==> config.mk <==
export PLATFORM = sky130hd
export DESIGN_NAME = nfcs_ring_gen
export DESIGN_NICKNAME = d
export VERILOG_FILES = /design/src/hw/rtl/nfcs_pkg.sv /design/src/hw/rtl/nfcs_ring_gen.sv
export SDC_FILE = /design/constraint.sdc
export NUM_CORES = 1
export LEC_CHECK = 0
export ABC_AREA = 0
export BUFFER_PORTS_ARGS = -buffer_cell sky130_fd_sc_hd__buf_2
export CORE_MARGIN = 1
export CORE_UTILIZATION = 60
export DETAILED_ROUTE_END_ITERATION = 10
export PLACE_DENSITY = 0.87
export SYNTH_ARGS = -nofsm -noshare
export SYNTH_HDL_FRONTEND = slang
export SYNTH_SLANG_ARGS = --single-unit
==> constraint.sdc <==
create_clock -name clk -period 5.8 [get_ports clk]
set_input_delay 0.29 -clock clk [delete_from_list [all_inputs] [get_ports clk]]
set_output_delay 0.29 -clock clk [all_outputs]
set_load 0.005 [all_outputs]
==> src/hw/rtl/nfcs_pkg.sv <==
// Shared constants and control structs for the nearest free cell search block.
// Used by the ring generator, the top level and the checker.
`default_nettype none

package nfcs_pkg;

    localparam int MAX_DIM_DEF = 64;

    localparam int CFG_DATA_W  = 7;
    localparam int CFG_INDEX_W = 1;
    localparam int COORD_IN_W  = 11;
    localparam int OUT_COORD_W = 6;

    localparam logic [CFG_INDEX_W-1:0] CFG_GRID_WIDTH  = 1'b0;
    localparam logic [CFG_INDEX_W-1:0] CFG_GRID_HEIGHT = 1'b1;

    localparam logic [CFG_DATA_W-1:0] GRID_DIM_RESET = 7'd64;

    localparam logic CMD_WRITE = 1'b0;
    localparam logic CMD_QUERY = 1'b1;

    typedef struct packed {
        logic start;
        logic halt;
    } gen_ctrl_t;

    typedef struct packed {
        logic cand_valid;
        logic exhausted;
    } gen_stat_t;

endpackage

`default_nettype wire

==> src/hw/rtl/nfcs_ring_gen.sv <==
// Candidate cell sequencer: the preferred cell, then the perimeter of each ring in scan order.
// Emits at most one in-grid cell per cycle. Depends on nfcs_pkg.
`default_nettype none

module nfcs_ring_gen #(
    parameter int MAX_DIM = nfcs_pkg::MAX_DIM_DEF,
    parameter int CW      = $clog2(MAX_DIM),
    parameter int DW      = $clog2(MAX_DIM + 1)
) (
    input  wire logic               clk,
    input  wire logic               rst_n,
    input  wire nfcs_pkg::gen_ctrl_t ctrl,
    input  wire logic [CW-1:0]      pref_col,
    input  wire logic [CW-1:0]      pref_row,
    input  wire logic [DW-1:0]      dim_w,
    input  wire logic [DW-1:0]      dim_h,
    output nfcs_pkg::gen_stat_t     stat,
    output logic [CW-1:0]           cand_col,
    output logic [CW-1:0]           cand_row
);

    localparam int SW = CW + 2;
    localparam int RW = $clog2(MAX_DIM + 2);

    typedef enum logic [5:0] {
        G_IDLE  = 6'b000001,
        G_PREF  = 6'b000010,
        G_RING  = 6'b000100,
        G_EDGE  = 6'b001000,
        G_LEFT  = 6'b010000,
        G_RIGHT = 6'b100000
    } gen_state_t;

    gen_state_t state_reg, state_next;
    logic [RW-1:0] rad_reg, rad_next;
    logic signed [SW-1:0] row_reg, row_next;
    logic signed [SW-1:0] col_reg, col_next;

    logic signed [SW-1:0] pc_s, pr_s, rad_s, wm1, hm1;
    logic signed [SW-1:0] c0, c1, r0, r1;
    logic signed [SW-1:0] col_lo, col_hi, row_first, row_last, row_sel;
    logic signed [SW-1:0] cand_c_s, cand_r_s;
    logic [DW-1:0] max_dim;
    logic [RW-1:0] max_rad;
    logic sel_edge, last_row, row_done, enter_row;

    assign pc_s  = $signed({{(SW-CW){1'b0}}, pref_col});
    assign pr_s  = $signed({{(SW-CW){1'b0}}, pref_row});
    assign rad_s = $signed({{(SW-RW){1'b0}}, rad_reg});
    assign wm1   = $signed({{(SW-DW){1'b0}}, dim_w}) - SW'(1);
    assign hm1   = $signed({{(SW-DW){1'b0}}, dim_h}) - SW'(1);

    assign c0 = pc_s - rad_s;
    assign c1 = pc_s + rad_s;
    assign r0 = pr_s - rad_s;
    assign r1 = pr_s + rad_s;

    assign col_lo    = (c0 < 0) ? '0 : c0;
    assign col_hi    = (c1 > wm1) ? wm1 : c1;
    assign row_first = (r0 < 0) ? '0 : r0;
    assign row_last  = (r1 > hm1) ? hm1 : r1;
    assign row_sel   = (state_reg == G_RING) ? row_first : row_reg + SW'(1);
    assign sel_edge  = (row_sel == r0) || (row_sel == r1);
    assign last_row  = (row_reg == row_last);

    assign max_dim = (dim_w > dim_h) ? dim_w : dim_h;
    assign max_rad = RW'(max_dim);

    always_comb
    begin
        state_next = state_reg;
        rad_next   = rad_reg;
        row_next   = row_reg;
        col_next   = col_reg;
        cand_c_s   = col_reg;
        cand_r_s   = row_reg;
        stat       = '0;
        row_done   = 1'b0;
        enter_row  = 1'b0;

        case (state_reg)
            G_IDLE:
            begin
            end
            G_PREF:
            begin
                stat.cand_valid = 1'b1;
                cand_c_s        = pc_s;
                cand_r_s        = pr_s;
                rad_next        = RW'(1);
                state_next      = G_RING;
            end
            G_RING:
            begin
                if (rad_reg > max_rad)
                begin
                    stat.exhausted = 1'b1;
                    state_next     = G_IDLE;
                end
                else
                begin
                    enter_row = 1'b1;
                end
            end
            G_EDGE:
            begin
                stat.cand_valid = 1'b1;
                if (col_reg == col_hi)
                begin
                    row_done = 1'b1;
                end
                else
                begin
                    col_next = col_reg + SW'(1);
                end
            end
            G_LEFT:
            begin
                stat.cand_valid = (c0 >= 0);
                cand_c_s        = c0;
                state_next      = G_RIGHT;
            end
            G_RIGHT:
            begin
                stat.cand_valid = (c1 <= wm1);
                cand_c_s        = c1;
                row_done        = 1'b1;
            end
            default:
            begin
                state_next = G_IDLE;
            end
        endcase

        if (row_done)
        begin
            if (last_row)
            begin
                rad_next   = rad_reg + RW'(1);
                state_next = G_RING;
            end
            else
            begin
                enter_row = 1'b1;
            end
        end

        if (enter_row)
        begin
            row_next = row_sel;
            if (sel_edge)
            begin
                col_next   = col_lo;
                state_next = G_EDGE;
            end
            else
            begin
                state_next = G_LEFT;
            end
        end

        if (ctrl.halt)
        begin
            stat.cand_valid = 1'b0;
            state_next      = G_IDLE;
        end
        if (ctrl.start)
        begin
            state_next = G_PREF;
        end
    end

    assign cand_col = cand_c_s[CW-1:0];
    assign cand_row = cand_r_s[CW-1:0];

    always_ff @(posedge clk or negedge rst_n)
    begin
        if (!rst_n)
        begin
            state_reg <= G_IDLE;
        end
        else
        begin
            state_reg <= state_next;
        end
    end

    always_ff @(posedge clk)
    begin
        rad_reg <= rad_next;
        row_reg <= row_next;
        col_reg <= col_next;
    end

endmodule

`default_nettype wire

==> flow_metrics.tcl <==
set metrics [dict create \
    setup_tns_ps 0 \
    area_growth_pct 9.46 \
    pin_count 44 \
    crit_chain "inv_1 > ha_1 > nand2b_1 > a2111o_1 > and3b_1 > or2_2 > ha_1 > nand4_1 > a211o_1 > and3_1 > o21ai_0 > nand4b_1 > nor4_2 > buf_4 > o21ai_1 > or4_1 > a21oi_1" \
    synth_mux_area_share_pct 3.75 \
    track_usage_pct 33.1 \
    vias 4887 \
    rr_endpoint "rad_reg[5]$_DFF_P_" \
    die_w_um 90.6 \
    ys_seq_elements 29 \
    wl_per_cell_um 18.1 \
    diodes 0 \
    wirelength_um 13600 \
    clk_latency_ps 290 \
    combPwrFrac_pct 39.7 \
    end_kind "flop" \
    grt-ovfl-total 0 \
    cap_violations 0 \
    rows 31 \
    synth_top_flop_cell "dfxtp_1" \
    r2r-start "rad_reg[1]$_DFF_P_" \
    min_to "state_reg[1]$_DFF_PN0_" \
    cts_sinks 29 \
    required_ps 6010 \
    worstPathArrival_ps 5710 \
    viasPerCell 6.52 \
    intPower_w 0.000448 \
    grt_max_degree 20 \
    reg2reg_depth 17 \
    dp_slack_ps 236 \
    worst_pin_slew_ps 1010 \
    cts_made_buffers 5 \
    vdd_drop_max_mv 0.0881 \
    crit_type "reg -> reg" \
    clkTransAtPathRegs_ps 70 \
    root_buffer "clkbuf_8" \
    place_hpwl_um 10700 \
    htree_levels 2 \
    synth-edff-count 8 \
    min_path_type "in -> reg" \
    fill_cells 608 \
    cp-start-kind "flop" \
    final_nets 742 \
    syn_nets 706 \
    core-area_um2 7410 \
    period_share_pct 94.8 \
    status "finished clean" \
    holdPathStages 1 \
    post_cts_buffers 0 \
    setup_ws_ps 300 \
    min_period_ps 5500 \
    gp_congestion 0.947 \
    firstDrtPassIters 5 \
    clock.fmax_mhz 182 \
    max_stage_delay_ps 590 \
    p_seq_share_pct 30.5 \
    reg2reg_setup_slack_ps 300 \
    swShare_pct 37.1 \
    critPathMostFrequentCell "ha_1" \
    rsz0062_at_grt "no" \
    start_util_pct 63.5 \
    synth_cell_types 76 \
    fp.dieArea_um2 8200 \
    synth_xor_area_share_pct 7.44 \
    cts_tree "done" \
    grt_pass1_wl_um 22000 \
    grt_pass1_vias 4616 \
    synth_area_um2 4710 \
    async_flop_share_pct 20.7 \
    drive_gt1_share_pct 13.2 \
    switchingPower_w 0.000265 \
    clkPwrFrac_pct 29.8 \
    slew_headroom_pct 32.9 \
    synthCells 613 \
    cp_slowest_cell "or4_1" \
    avgSynthCellArea_um2 7.68 \
    ant_nets 0 \
    slew_violations 0 \
    power_density_nw_per_um2 138 \
    synth-compound-area-share_pct 23.4 \
    cp_max_fo 12 \
    synth_top_family_by_area "simple AND/OR/NAND/NOR gates" \
    clock_path_buffers 2 \
    antenna_found_initial 0 \
    numPortBuffers 43 \
    drc 0 \
    synth_seq_area_share_pct 14.7 \
    hold_start "ctrl[1]" \
    die_h_um 90.6 \
    hold_viol 0 \
    drt_iter0_drc 469 \
    ys.warnings.count 0 \
    skew_ps 7.38 \
    yosys.area_share.simple_pct 27.9 \
    setup_viol 0 \
    synthAdderAreaFrac_pct 17.4 \
    power.leakage_nw 2.25 \
]
## power by group through the flow
stage          sequential, W  combinational (W)  clock, W
2_1_floorplan       0.000219           0.000195         0
3_3_place_gp        0.000221           0.000260         0
3_5_place_dp        0.000222           0.000271         0
4_1_cts             0.000217           0.000274  0.000212
5_1_grt             0.000218           0.000311  0.000220
6_report            0.000218           0.000283  0.000213
## layout by cell type (no fill, tap or decap), drive strengths merged, types with 16 or more instances in the layout
master  count
ha         59
nor2       49
buf        49
nand2      48
inv        45
a21oi      34
nor3       28
o21ai      27
xnor2      26
nand4      16
## synthesized netlist by cell type (3+ instances only)
library cell	count	share of area [%]
nand3_1	14	1.5
nor3_1	27	2.9
and3_1	9	1.2
o221ai_1	3	0.56
o21ai_0	26	2.8
a211oi_1	8	1.3
clkbuf_1	16	1.3
or4_1	3	0.48
a221o_1	3	0.64
buf_2	4	0.43
a2111o_1	3	0.72
a22oi_1	3	0.48
nor2_1	47	3.7
o211ai_1	7	1.1
nor4_1	10	1.3
ha_1	59	16
o21a_1	11	1.8
nand4b_1	3	0.56
a21boi_0	9	1.4
a221oi_1	4	0.74
edfxtp_1	8	5.1
xor2_1	14	2.6
dfrtp_1	5	2.7
xnor2_1	26	4.8
nand2_1	48	3.8
nand4_1	16	2.1
o22ai_1	5	0.66
nand2b_1	7	0.93
o21bai_1	4	0.64
and3b_1	4	0.74
or3_1	13	1.7
a21oi_1	33	3.5
inv_1	44	3.5
mux2i_1	15	3.2
fa_1	4	1.7
a21o_1	10	1.6
dfxtp_1	15	6.4
nor3b_1	4	0.64
nor2b_1	13	1.7
nor4b_1	3	0.56
or2_2	10	1.3
## layout make-up
class	instances	area (um^2)	share of cell area, %
inverters	44	165	3.21
clock inverters	1	6.26	0.121
repair buffers	50	270	5.25
well taps	99	124	2.40
multi-input cells	519	3790	73.5
clock buffers	7	108	2.09
flip-flops and latches	29	692	13.4
## kinds of logic (layout without fill, tap and decap cells)
logic type               after synthesis  count (layout)
AO/OA/AOI/OAI                        156             156
XOR/XNOR                              40              40
adder cells (fa/ha/maj)               63              63
buffers and inverters                 65             102
flip-flops                            29              29
multiplexers                          17              17
AND/OR/NAND/NOR                      243             243
## timing repair
item	4_1_cts	5_1_grt
gates resized for setup	0	4
hold buffers	1	0
hold endpoints to repair	5	0
endpoints found under the setup margin	0	22
## critical path: cells and delay by family, from the launching register on
kind	cells	cell delay, ps
simple gates	8	2320
compound gates	5	1450
fa+ha+maj	2	650
flops	1	560
buf+inv	2	430
## how the worst max path moves through the flow
| stage | slack (ps) | endpoint | startpoint |
|---|---|---|---|
| global route | 0.8 | rad_reg[5]$_DFF_P_ | rad_reg[2]$_DFF_P_ |
| finish | 300 | rad_reg[5]$_DFF_P_ | rad_reg[1]$_DFF_P_ |
| CTS | 180 | rad_reg[5]$_DFF_P_ | rad_reg[1]$_DFF_P_ |
| global placement | 520 | rad_reg[5]$_DFF_P_ | rad_reg[1]$_DFF_P_ |
| floorplan | 1150 | col_reg[0]$_DFF_P_ | rad_reg[1]$_DFF_P_ |
| detailed placement | 240 | rad_reg[5]$_DFF_P_ | rad_reg[1]$_DFF_P_ |
## per-layer routing
metal / part of all wire, % / track usage, %
met1: 43 / 42.8
met5: 0 / 0
met2: 46 / 53.7
met4: 3.6 / 14.5
met3: 7.9 / 5.64
## through the flow
step | hold slack, ps | power (W) | instance area (um^2) | instances | utilization (%)
after floorplan | -5.59 | 0.000414 | 4710 | 613 | -
after global placement | 115 | 0.000482 | 5000 | 740 | 67.5
final | 168 | 0.000713 | 5150 | 749 | 69.5
after CTS | 164 | 0.000703 | 5120 | 749 | 69.2
after detailed placement | 120 | 0.000493 | 5000 | 740 | 67.5
after global routing | 173 | 0.000749 | 5150 | 749 | 69.5
Power figures use the tool's default switching activity.
